$ cat src/rnc_pkg.sv
// ----------------------------------------------------------------------------
// rnc_pkg
// shared types, constants and numeral tables for the roman numeral converter
// ----------------------------------------------------------------------------
package rnc_pkg;

  localparam int unsigned QueueDepth = 2;
  localparam int unsigned QueuePtrW  = $clog2(QueueDepth);
  localparam int unsigned QueueCntW  = $clog2(QueueDepth + 1);

  localparam logic [11:0] ValueMax = 12'd3999;
  localparam logic [12:0] TotalCap = 13'd4000;

  localparam logic [0:0] ModeEncode = 1'b0;
  localparam logic [0:0] ModeDecode = 1'b1;

  localparam logic [7:0] CharNone = 8'h00;
  localparam logic [7:0] CharI    = 8'h49;
  localparam logic [7:0] CharV    = 8'h56;
  localparam logic [7:0] CharX    = 8'h58;
  localparam logic [7:0] CharL    = 8'h4c;
  localparam logic [7:0] CharC    = 8'h43;
  localparam logic [7:0] CharD    = 8'h44;
  localparam logic [7:0] CharM    = 8'h4d;

  typedef struct packed {
    logic               mode;
    logic signed [15:0] number_in;
    logic [7:0]         char_in;
    logic               final_char;
  } in_item_t;

  typedef struct packed {
    logic [7:0]  char_out;
    logic [11:0] number_out;
    logic        error;
    logic        end_of_run;
  } result_t;

  // work handed from the front part to the back part
  typedef struct packed {
    logic        is_enc;
    logic        err;
    logic [11:0] value;
  } cmd_t;

  function automatic logic [9:0] letter_value(input logic [7:0] c);
    logic [9:0] v;
    unique case (c)
      CharI:   v = 10'd1;
      CharV:   v = 10'd5;
      CharX:   v = 10'd10;
      CharL:   v = 10'd50;
      CharC:   v = 10'd100;
      CharD:   v = 10'd500;
      CharM:   v = 10'd1000;
      default: v = 10'd0;
    endcase
    return v;
  endfunction

  function automatic logic pair_allowed(input logic [9:0] lo, input logic [9:0] hi);
    logic ok;
    unique case (lo)
      10'd1:   ok = (hi == 10'd5)   || (hi == 10'd10);
      10'd10:  ok = (hi == 10'd50)  || (hi == 10'd100);
      10'd100: ok = (hi == 10'd500) || (hi == 10'd1000);
      default: ok = 1'b0;
    endcase
    return ok;
  endfunction

  function automatic logic [9:0] enc_value(input logic [3:0] idx);
    logic [9:0] v;
    unique case (idx)
      4'd0:    v = 10'd1000;
      4'd1:    v = 10'd900;
      4'd2:    v = 10'd500;
      4'd3:    v = 10'd400;
      4'd4:    v = 10'd100;
      4'd5:    v = 10'd90;
      4'd6:    v = 10'd50;
      4'd7:    v = 10'd40;
      4'd8:    v = 10'd10;
      4'd9:    v = 10'd9;
      4'd10:   v = 10'd5;
      4'd11:   v = 10'd4;
      default: v = 10'd1;
    endcase
    return v;
  endfunction

  function automatic logic [7:0] enc_first(input logic [3:0] idx);
    logic [7:0] c;
    unique case (idx)
      4'd0:    c = CharM;
      4'd1:    c = CharC;
      4'd2:    c = CharD;
      4'd3:    c = CharC;
      4'd4:    c = CharC;
      4'd5:    c = CharX;
      4'd6:    c = CharL;
      4'd7:    c = CharX;
      4'd8:    c = CharX;
      4'd9:    c = CharI;
      4'd10:   c = CharV;
      default: c = CharI;
    endcase
    return c;
  endfunction

  function automatic logic [7:0] enc_second(input logic [3:0] idx);
    logic [7:0] c;
    unique case (idx)
      4'd1:    c = CharM;
      4'd3:    c = CharD;
      4'd5:    c = CharC;
      4'd7:    c = CharL;
      4'd9:    c = CharX;
      4'd11:   c = CharV;
      default: c = CharNone;
    endcase
    return c;
  endfunction

  // largest table entry not above rem; independent compares, highest wins
  function automatic logic [3:0] greedy_index(input logic [11:0] rem);
    logic [3:0] idx;
    idx = 4'd12;
    for (int i = 12; i >= 0; i--) begin
      if (rem >= {2'b00, enc_value(4'(i))}) begin
        idx = 4'(i);
      end
    end
    return idx;
  endfunction

endpackage

$ cat src/roman_numeral_converter.sv
// ----------------------------------------------------------------------------
// roman_numeral_converter
// integer to roman numeral encoder and streaming numeral decoder
// ----------------------------------------------------------------------------
// mode 0 items carry an integer; 1..3999 comes back as numeral characters,
// one beat each, at most 15, last one flagged end_of_run; anything else gives
// one error beat. mode 1 items carry one numeral character each; only the
// beat marked final_char produces a result: the value, or an error for a bad
// letter, a non-standard subtractive pair or a total outside 1..3999. encode
// items may be mixed into a numeral being decoded. the front part takes one
// item per cycle while the two-entry command queue has room; the back part
// emits one result beat per cycle while its output is free or popped, so an
// encode gives one beat per numeral character and a decode result one beat.
// ----------------------------------------------------------------------------
module roman_numeral_converter (
  input  logic              clk_i,
  input  logic              rst_ni,
  // item side
  input  logic              push,
  output logic              full,
  input  rnc_pkg::in_item_t item_i,
  // result side
  output logic              empty,
  input  logic              pop,
  output rnc_pkg::result_t  result_o
);

  logic          cmd_push, cmd_pop, cmd_valid, q_full;
  rnc_pkg::cmd_t cmd_in, cmd_out;

  assign full = q_full;

  // front: classify items, keep decode state, queue up work
  rnc_front u_front (
    .clk_i      (clk_i),
    .rst_ni     (rst_ni),
    .push_i     (push),
    .q_full_i   (q_full),
    .item_i     (item_i),
    .cmd_push_o (cmd_push),
    .cmd_o      (cmd_in)
  );

  // decoupling queue so each side can stall on its own
  rnc_queue u_queue (
    .clk_i   (clk_i),
    .rst_ni  (rst_ni),
    .push_i  (cmd_push),
    .data_i  (cmd_in),
    .full_o  (q_full),
    .pop_i   (cmd_pop),
    .valid_o (cmd_valid),
    .data_o  (cmd_out)
  );

  // back: one result beat per cycle, while the output is free or popped, into a registered output
  rnc_back u_back (
    .clk_i       (clk_i),
    .rst_ni      (rst_ni),
    .cmd_valid_i (cmd_valid),
    .cmd_i       (cmd_out),
    .cmd_pop_o   (cmd_pop),
    .empty_o     (empty),
    .pop_i       (pop),
    .result_o    (result_o)
  );

endmodule

$ cat src/rnc_front.sv
// ----------------------------------------------------------------------------
// rnc_front
// accepts items, range checks encodes, folds decode characters into the total
// ----------------------------------------------------------------------------
module rnc_front (
  input  logic              clk_i,
  input  logic              rst_ni,
  input  logic              push_i,
  input  logic              q_full_i,
  input  rnc_pkg::in_item_t item_i,
  output logic              cmd_push_o,
  output rnc_pkg::cmd_t     cmd_o
);

  logic [9:0]  pend_q, pend_d;
  logic [11:0] total_q, total_d;
  logic        err_q, err_d;

  logic        accept;
  logic [9:0]  w;
  logic [11:0] tot1, tot2, pend_step;
  logic        err1;
  logic        bad;

  function automatic logic [11:0] sat_add(input logic [11:0] t, input logic [9:0] x);
    logic [12:0] s;
    s = {1'b0, t} + {3'b000, x};
    return (s > rnc_pkg::TotalCap) ? rnc_pkg::TotalCap[11:0] : s[11:0];
  endfunction

  assign accept = push_i && !q_full_i;
  assign w      = rnc_pkg::letter_value(item_i.char_in);

  always_comb begin
    pend_step = {2'b00, pend_q};
    tot1      = total_q;
    err1      = err_q;
    if (!err_q) begin
      if (w == 10'd0) begin
        err1 = 1'b1;
      end else if (pend_q == 10'd0) begin
        pend_step = {2'b00, w};
      end else if (w > pend_q) begin
        if (rnc_pkg::pair_allowed(pend_q, w)) begin
          tot1      = sat_add(total_q, w - pend_q);
          pend_step = 12'd0;
        end else begin
          err1 = 1'b1;
        end
      end else begin
        tot1      = sat_add(total_q, pend_q);
        pend_step = {2'b00, w};
      end
    end
    // final character adds whatever letter is still pending
    tot2 = tot1;
    if (!err1 && pend_step != 12'd0) begin
      tot2 = sat_add(tot1, pend_step[9:0]);
    end
    bad = err1 || (tot2 == 12'd0) || (tot2 > rnc_pkg::ValueMax);
  end

  always_comb begin
    pend_d     = pend_q;
    total_d    = total_q;
    err_d      = err_q;
    cmd_push_o = 1'b0;
    cmd_o      = '0;
    if (accept) begin
      if (item_i.mode == rnc_pkg::ModeEncode) begin
        cmd_push_o = 1'b1;
        if (item_i.number_in < 16'sd1 || item_i.number_in > 16'sd3999) begin
          cmd_o.err = 1'b1;
        end else begin
          cmd_o.is_enc = 1'b1;
          cmd_o.value  = item_i.number_in[11:0];
        end
      end else if (item_i.final_char) begin
        cmd_push_o  = 1'b1;
        cmd_o.err   = bad;
        cmd_o.value = bad ? 12'd0 : tot2;
        pend_d      = '0;
        total_d     = '0;
        err_d       = 1'b0;
      end else begin
        pend_d  = pend_step[9:0];
        total_d = tot1;
        err_d   = err1;
      end
    end
  end

  always_ff @(posedge clk_i or negedge rst_ni) begin
    if (!rst_ni) begin
      pend_q  <= '0;
      total_q <= '0;
      err_q   <= 1'b0;
    end else begin
      pend_q  <= pend_d;
      total_q <= total_d;
      err_q   <= err_d;
    end
  end

endmodule

$ cat src/rnc_queue.sv
// ----------------------------------------------------------------------------
// rnc_queue
// short command queue between the front and back parts
// ----------------------------------------------------------------------------
module rnc_queue (
  input  logic          clk_i,
  input  logic          rst_ni,
  input  logic          push_i,
  input  rnc_pkg::cmd_t data_i,
  output logic          full_o,
  input  logic          pop_i,
  output logic          valid_o,
  output rnc_pkg::cmd_t data_o
);

  rnc_pkg::cmd_t                     mem_q [rnc_pkg::QueueDepth];
  logic [rnc_pkg::QueuePtrW-1:0]     wr_ptr_q, rd_ptr_q;
  logic [rnc_pkg::QueueCntW-1:0]     count_q;
  logic                              do_push, do_pop;

  assign full_o  = (count_q == rnc_pkg::QueueCntW'(rnc_pkg::QueueDepth));
  assign valid_o = (count_q != '0);
  assign data_o  = mem_q[rd_ptr_q];
  assign do_push = push_i && !full_o;
  assign do_pop  = pop_i && valid_o;

  always_ff @(posedge clk_i) begin
    if (do_push) begin
      mem_q[wr_ptr_q] <= data_i;
    end
  end

  always_ff @(posedge clk_i or negedge rst_ni) begin
    if (!rst_ni) begin
      wr_ptr_q <= '0;
      rd_ptr_q <= '0;
      count_q  <= '0;
    end else begin
      if (do_push) begin
        wr_ptr_q <= (wr_ptr_q == rnc_pkg::QueuePtrW'(rnc_pkg::QueueDepth - 1)) ? '0
                    : wr_ptr_q + 1'b1;
      end
      if (do_pop) begin
        rd_ptr_q <= (rd_ptr_q == rnc_pkg::QueuePtrW'(rnc_pkg::QueueDepth - 1)) ? '0
                    : rd_ptr_q + 1'b1;
      end
      if (do_push && !do_pop) begin
        count_q <= count_q + 1'b1;
      end else if (do_pop && !do_push) begin
        count_q <= count_q - 1'b1;
      end
    end
  end

endmodule

$ cat src/rnc_back.sv
// ----------------------------------------------------------------------------
// rnc_back
// runs commands: greedy numeral emission, or a single value/error beat
// ----------------------------------------------------------------------------
module rnc_back (
  input  logic             clk_i,
  input  logic             rst_ni,
  input  logic             cmd_valid_i,
  input  rnc_pkg::cmd_t    cmd_i,
  output logic             cmd_pop_o,
  output logic             empty_o,
  input  logic             pop_i,
  output rnc_pkg::result_t result_o
);

  rnc_pkg::result_t res_q, res_d;
  logic             valid_q, valid_d;
  logic             busy_q, busy_d;
  logic             sec_pend_q, sec_pend_d;
  logic [7:0]       sec_char_q, sec_char_d;
  logic [11:0]      rem_q, rem_d;

  logic        out_ready;
  logic [11:0] cur, new_rem;
  logic [3:0]  idx;
  logic [7:0]  sec;

  assign out_ready = !valid_q || pop_i;
  assign cur       = busy_q ? rem_q : cmd_i.value;
  assign idx       = rnc_pkg::greedy_index(cur);
  assign new_rem   = cur - {2'b00, rnc_pkg::enc_value(idx)};
  assign sec       = rnc_pkg::enc_second(idx);

  always_comb begin
    res_d      = res_q;
    valid_d    = valid_q;
    busy_d     = busy_q;
    sec_pend_d = sec_pend_q;
    sec_char_d = sec_char_q;
    rem_d      = rem_q;
    cmd_pop_o  = 1'b0;
    if (out_ready) begin
      valid_d = 1'b0;
      if (sec_pend_q) begin
        res_d      = '{char_out: sec_char_q, number_out: 12'd0, error: 1'b0,
                       end_of_run: (rem_q == 12'd0)};
        valid_d    = 1'b1;
        sec_pend_d = 1'b0;
        busy_d     = (rem_q != 12'd0);
      end else if (busy_q || (cmd_valid_i && cmd_i.is_enc)) begin
        res_d      = '{char_out: rnc_pkg::enc_first(idx), number_out: 12'd0, error: 1'b0,
                       end_of_run: (new_rem == 12'd0) && (sec == rnc_pkg::CharNone)};
        valid_d    = 1'b1;
        rem_d      = new_rem;
        sec_pend_d = (sec != rnc_pkg::CharNone);
        sec_char_d = sec;
        busy_d     = (new_rem != 12'd0) || (sec != rnc_pkg::CharNone);
        cmd_pop_o  = !busy_q;
      end else if (cmd_valid_i) begin
        res_d     = '{char_out: rnc_pkg::CharNone, number_out: cmd_i.value,
                      error: cmd_i.err, end_of_run: 1'b1};
        valid_d   = 1'b1;
        cmd_pop_o = 1'b1;
      end
    end
  end

  always_ff @(posedge clk_i) begin
    res_q      <= res_d;
    rem_q      <= rem_d;
    sec_char_q <= sec_char_d;
  end

  always_ff @(posedge clk_i or negedge rst_ni) begin
    if (!rst_ni) begin
      valid_q    <= 1'b0;
      busy_q     <= 1'b0;
      sec_pend_q <= 1'b0;
    end else begin
      valid_q    <= valid_d;
      busy_q     <= busy_d;
      sec_pend_q <= sec_pend_d;
    end
  end

  assign empty_o  = !valid_q;
  assign result_o = res_q;

endmodule
$ cat config.mk
export PLATFORM = sky130hd
export DESIGN_NAME = roman_numeral_converter
export DESIGN_NICKNAME = d
export VERILOG_FILES = /design/src/rnc_pkg.sv /design/src/roman_numeral_converter.sv /design/src/rnc_front.sv /design/src/rnc_queue.sv /design/src/rnc_back.sv
export SDC_FILE = /design/constraint.sdc
export NUM_CORES = 1
export LEC_CHECK = 0
export BUFFER_PORTS_ARGS = -buffer_cell sky130_fd_sc_hd__clkbuf_2
export CAP_MARGIN = 25
export CORE_MARGIN = 3
export CORE_UTILIZATION = 69
export CTS_BUF_LIST = sky130_fd_sc_hd__clkbuf_8
export CTS_CLUSTER_DIAMETER = 40
export CTS_CLUSTER_SIZE = 16
export DETAILED_ROUTE_END_ITERATION = 10
export GPL_TIMING_DRIVEN = 0
export PLACE_DENSITY = 0.89
export SLEW_MARGIN = 40
export SYNTH_ARGS = -nofsm -noshare
export SYNTH_HDL_FRONTEND = slang
export SYNTH_SLANG_ARGS = --single-unit
$ cat constraint.sdc
create_clock -name clk_i -period 15 [get_ports clk_i]
set_input_delay 2.25 -clock clk_i [delete_from_list [all_inputs] [get_ports clk_i]]
set_output_delay 2.25 -clock clk_i [all_outputs]
set_load 0.05 [all_outputs]
-- Yosys cells after proc, flatten, opt, wreduce, memory -nomap -nowiden
Memory sizes are Yosys's and may differ from the RTL's.
Cells that the tools add are included.
- input bits: 30
- word-level logic and storage cells: 184
- memory bits (read-only): 240
- memories kept: 3
- memory bits (writable): 28
- output and inout port bits: 24
- bits in registers: 72
- memories (memory ; words ; width ; rd ports ; clocked after Yosys merged registers in ; wr ports ; line ; source):
    (no name shown) ; 16 ; 10 ; 1 ; 0 ; 0 ; rnc_pkg.sv:75 ; unique case (idx)
    (no name shown) ; 16 ; 5 ; 1 ; 0 ; 0 ; rnc_pkg.sv:95 ; unique case (idx)
    u_queue.mem_q ; 2 ; 14 ; 1 ; 0 ; 1 ; rnc_queue.sv:16 ; rnc_pkg::cmd_t mem_q [rnc_pkg::QueueDepth];
- bitwise operators: 1
- order comparisons: 19
- reductions and logical operators: 42
- $add $sub $neg: 9
- equal/unequal tests: 23
- multiplexer cells: 72
- operators by type and width (kind ; count):
    12-bit two-way mux ; 16
    10-bit one-hot mux with 7 select lines ; 1
    22-bit two-way mux ; 3
    8-bit by 7-bit == test with 1-bit output (second input constant) ; 7
    4-bit two-way mux ; 11
    7-bit one-hot mux with 6 select lines ; 1
    12-bit by 10-bit adder with 13-bit output ; 3
    13-bit by 12-bit greater-than comparator with 1-bit output (second input constant) ; 3
    12-bit logical NOT ; 3
    12-bit nonzero test ; 3
    1-bit two-way mux ; 30
    10-bit two-way mux ; 3
    13-bit two-way mux ; 2
    12-bit by 10-bit >= comparator with 1-bit output (second input constant) ; 2
    12-bit by 3-bit >= comparator with 1-bit output (second input constant) ; 2
    12-bit by 4-bit >= comparator with 1-bit output (second input constant) ; 2
    12-bit by 6-bit >= comparator with 1-bit output (second input constant) ; 2
    12-bit by 7-bit >= comparator with 1-bit output (second input constant) ; 2
    12-bit by 9-bit >= comparator with 1-bit output (second input constant) ; 2
    10-bit by 4-bit == test with 1-bit output (second input constant) ; 2
    10-bit by 7-bit == test with 1-bit output (second input constant) ; 2
    10-bit logical NOT ; 2
    16-bit by 13-bit greater-than comparator with 1-bit output (second input constant) ; 1
    16-bit by 2-bit < comparator with 1-bit output (second input constant) ; 1
    32 further kinds ; 60

-- Logic depth before layout (Yosys ltp)
- depth after elaboration: 25
- depth in mapped cells: 39
- mapped depth without buffers: 38

-- Cells and area by module
From an unflattened synthesis, not the netlist that was laid out.
- cells, all modules: 943
- area, all modules: 8584.5 um^2
- modules (own cells, without submodules) (module ; area each (um^2) ; seq. area each (um^2) ; cells an instance ; instances):
    rnc_front ; 4314.1 ; 575.6 ; 574 ; 1
    rnc_back ; 3006.6 ; 1216.2 ; 306 ; 1
    rnc_queue ; 1263.7 ; 940.9 ; 63 ; 1

-- Worst setup path after synthesis
Ideal clock, no wire load.
- path kind: input-to-reg
- start point: input item_i[6] (netlist name)
- end point: memory u_queue.mem_q[0][10] (netlist name), data pin
- data required time: 14814 ps
- path slack: 5353 ps
- arrival time: 9461 ps
- setup time: 186 ps
- cell stages on the path: 35
- path buffers: 1
- cells stage by stage: or3b_1 > buf_6 > nor3_1 > ha_1 > a21o_1 > a21o_1 > a21oi_1 > o21ai_0 > a21oi_1 > nor2b_1 > o21ai_0 > nand2b_1 > a21oi_1 > xnor2_1 > ha_1 > nand2b_1 > a2111oi_0 > a211o_1 > a311oi_1 > a2111o_1 > o41ai_2 > nor3_1 > a221o_1 > ha_1 > or4_1 > o21ai_0 > a31oi_1 > a21o_1 > a21oi_1 > nand2b_1 > nor2_1 > a311oi_1 > a2111oi_2 > and4bb_4 > o31ai_1
- RTL lines (element ; line ; source):
    start: declaration ; roman_numeral_converter.sv:21 ; input rnc_pkg::in_item_t item_i,
    end: declaration ; rnc_queue.sv:16 ;

==> metrics.yaml <==
outcome: "complete, no violations"
synth.lib_cells_used.distinct: 95
kind_of_end_point_of_the_critical_path: "flop"
placeableCoreArea_um2: 11600
number_of_post_cts_setup_repair_buffers: 0
via_per_inst: 6.80
drc_errors: 0
crit_slowest_cell: "sky130_fd_sc_hd__nor3_1"
post_synthesis_instance_area_um2: 8260
yosys.area_share.xor_xnor_pct: 4.77
post_synth_mux_area_share_pct: 3.92
wire_length_of_the_first_global_routing_pass_um: 34700
max_freq_mhz: 88.3
drtAntennaViolNets: 0
num_vias: 7685
cts-htree-levels: 3
worstPathArrival_ns: 11.45
final_layout_size_suffix_gt1_share_pct: 13.5
clock_path_buffers: 2
place.port_buffers: 51
grt_pass1_vias: 6890
tritoncts: "done"
unrepaired_setup_endpoints_after_global_routing: "false"
setup_viol: 0
cellLeakagePower_uw: 0.00379
async_reset_ff_share_pct: 31.3
crit_path_start_kind: "primary input"
hold_viol_final: 0
worst-path-max-fanout: 10
routed_wl_um: 22600
ff_latch_count_synth: 96
die-area_um2: 13300
clock_slew_seen_by_the_registers_of_the_worst_setup_and_hold_paths_ns: 0.10
num-nets-final: 1076
worst-setup-path-type: "primary input to flop"
final.min_clock_period_ns: 11.33
floorplan.initialDensity_pct: 71.5
grt_max_degree: 31
drt_iter0_markers: 1010
netlist_instances: 918
n_antenna_cell: 0
drt_first_pass_iters: 6
hpwl_um: 17800
fin_setup_tns_ns: 0
max-cap-violations: 0
synth_fa_ha_area_share_pct: 10.3
synthesis_to_layout_area_growth_pct: 8.15
post_synth.cell_area_avg_um2: 9.00
floorplan.io_pins: 54
finalClockSkew_ns: 0.0117
power-per-cell-area_nw_per_um2: 170
power.ir.vdd_worst_uv: 150
maxSlewViolCount: 0
clkLatencyLatePin_ns: 0.39
worstPathRequired_ns: 15.11
dominantRegCellSynth: "sky130_fd_sc_hd__edfxtp_1"
synth-simple-area-share_pct: 19.6
seq_area_frac_synth_pct: 33.1
cts_root_buffer: "sky130_fd_sc_hd__clkbuf_8"
cts.repair.resized: 0
numCtsBuffers: 9
worst_pin_slew_ns: 0.796
grt_antenna_before_repair: 0
period_share_pct: 75.5
cpMostUsedCell: "sky130_fd_sc_hd__a21oi_1"
grtUsageTotal_pct: 33.6
fillCellCount: 834
hold_class: "flop to flop"
std_cell_rows: 39
synth_enable_flop_cells: 66
clock_sinks: 96
synth-warning-count: 0
fin_total_pwr_uw: 1520
die_height_um: 115
fp.dieW_um: 115
routedWlPerCell_um: 20.0
cts_hold_repair.buffers: 0
timing.max_slew.rel_slack_pct: 46.4
slowest_stage_delay_cp_ns: 0.62
globalplace.congestion: 1.01
dominant_combinational_cell_family_by_area_after_synthesis: "compound AO/OA/AOI/OAI gates"
synth_compound_area_share_pct: 23.8
overflow: 0
[state kept, by name, indices dropped and copies added, names as in the netlist]
name and count:
u_queue.mem_q 28, u_back.result_o 20, u_back.rem_q 12, u_front.total_q 12
u_front.pend_q 10, u_back.sec_char_q 6, u_queue.count_q 2, u_back.busy_q 1
u_back.sec_pend_q 1, u_back.valid_q 1, u_front.err_q 1, u_queue.rd_ptr_q 1
u_queue.wr_ptr_q 1
[power by group]
part           internal (uW)  switching [uW]
combinational            315             582
clock                   65.7             108
sequential               414            35.0
total                    795             724
[layout by cell type, fill, tap and decap left out, drive strengths merged, types with 6 or more instances in the layout]
cell type	instances
nor4	9
o21a	11
a2111oi	6
dfrtp	30
a211oi	10
a21oi	54
o22ai	10
nand2b	12
nand3	28
o21ai	62
clkbuf	77
mux2i	11
mux2	19
nand4	9
and2	9
or2	6
a21o	20
or4	11
edfxtp	66
nand2	90
a22o	16
o21bai	8
a22oi	9
buf	18
o31ai	11
nor3	26
ha	59
nor2	56
o211ai	9
nor2b	22
or3	11
inv	57
xor2	20
xnor2	25
[final timing paths]
| path | slack [ns] | to | startpoint | depth (start not counted) |
|---|---|---|---|---|
| setup reg to reg | 6.00 | u_queue.mem_q[1][10]$_DFFE_PP_ | u_front.pend_q[1]$_DFFE_PN0P_ | 33 |
| hold / removal | 0.52 | u_queue.count_q[1]$_DFFE_PN0P_ | u_queue.count_q[1]$_DFFE_PN0P_ | 1 |
| hold reg to reg | 0.52 | u_queue.count_q[1]$_DFFE_PN0P_ | u_queue.count_q[1]$_DFFE_PN0P_ | 1 |
| max in group asynchronous | 12.60 | u_front.pend_q[2]$_DFFE_PN0P_ | rst_ni | 1 |
| min in group asynchronous | 1.91 | u_front.total_q[3]$_DFFE_PN0P_ | rst_ni | 1 |
| setup / recovery | 3.67 | u_queue.mem_q[1][10]$_DFFE_PP_ | item_i[6] | 36 |
[layer usage]
metal | global-route usage, % | vias up | share of wire [%]
met5 | 0 | - | 0
met4 | 11.7 | 0 | 2.5
met3 | 7.62 | 53 | 12
met2 | 48.8 | 445 | 42
met1 | 49.7 | 3590 | 43
li1 | - | 3597 | -
[stage by stage]
stage          instances  instance area [um2]  hold WS (ns)  utilization, %  worst slack, ns
2_1_floorplan        919                 8270         0.451               -             5.35
3_3_place_gp        1113                 8700         0.468            75.2             3.74
3_5_place_dp        1114                 8740         0.504            75.6             3.65
4_1_cts             1130                 8940         0.518            77.3             3.96
5_1_grt             1130                 8940         0.550            77.3             3.23
6_report            1130                 8940         0.518            77.3             3.67
[synth_stat cells, types with 20 or more instances]
cell type                   n  area share, %
sky130_fd_sc_hd__nor2b_1   22            1.7
sky130_fd_sc_hd__a21oi_1   54            3.3
sky130_fd_sc_hd__nor3_1    23            1.4
sky130_fd_sc_hd__a21o_1    20            1.8
sky130_fd_sc_hd__nor2_1    55            2.5
sky130_fd_sc_hd__ha_1      59            8.9
sky130_fd_sc_hd__dfrtp_1   30            9.1
sky130_fd_sc_hd__nand2_1   90            4.1
sky130_fd_sc_hd__xor2_1    20            2.1
sky130_fd_sc_hd__o21ai_0   59            3.6
sky130_fd_sc_hd__xnor2_1   25            2.6
sky130_fd_sc_hd__nand3_1   28            1.7
sky130_fd_sc_hd__edfxtp_1  66             24
sky130_fd_sc_hd__inv_1     52            2.4
[logic make-up (layout without fill, tap and decap cells)]
group	count (synthesis)	count (layout)
buf+inv	89	157
mux	30	30
simple gates	311	311
xor+xnor	45	45
other cells	1	2
flops	96	96
fa+ha+maj	65	65
compound gates	281	281
[critical path: cells and delay by family]
family | cells | cell delay (ns)
and+or+nand+nor | 10 | 2.91
AOI/OAI and AO/OA | 20 | 4.78
xor gates and xnor gates | 1 | 0.10
buffers and inverters | 2 | 0.24
adders and majority gates | 3 | 1.14
[layout make-up]
| type | count | area (um2) | area share (%) |
|---|---|---|---|
| timing repair buffer | 52 | 270 | 3.02 |
| buffer | 34 | 165 | 1.85 |
| multi-input combinational | 734 | 5180 | 58.0 |
| clock buffer | 9 | 124 | 1.39 |
| clock inverter | 7 | 73.8 | 0.826 |
| sequential | 96 | 2730 | 30.6 |
| inverter | 55 | 208 | 2.32 |
| tap | 143 | 179 | 2.00 |
Power figures use the tool's default switching activity.
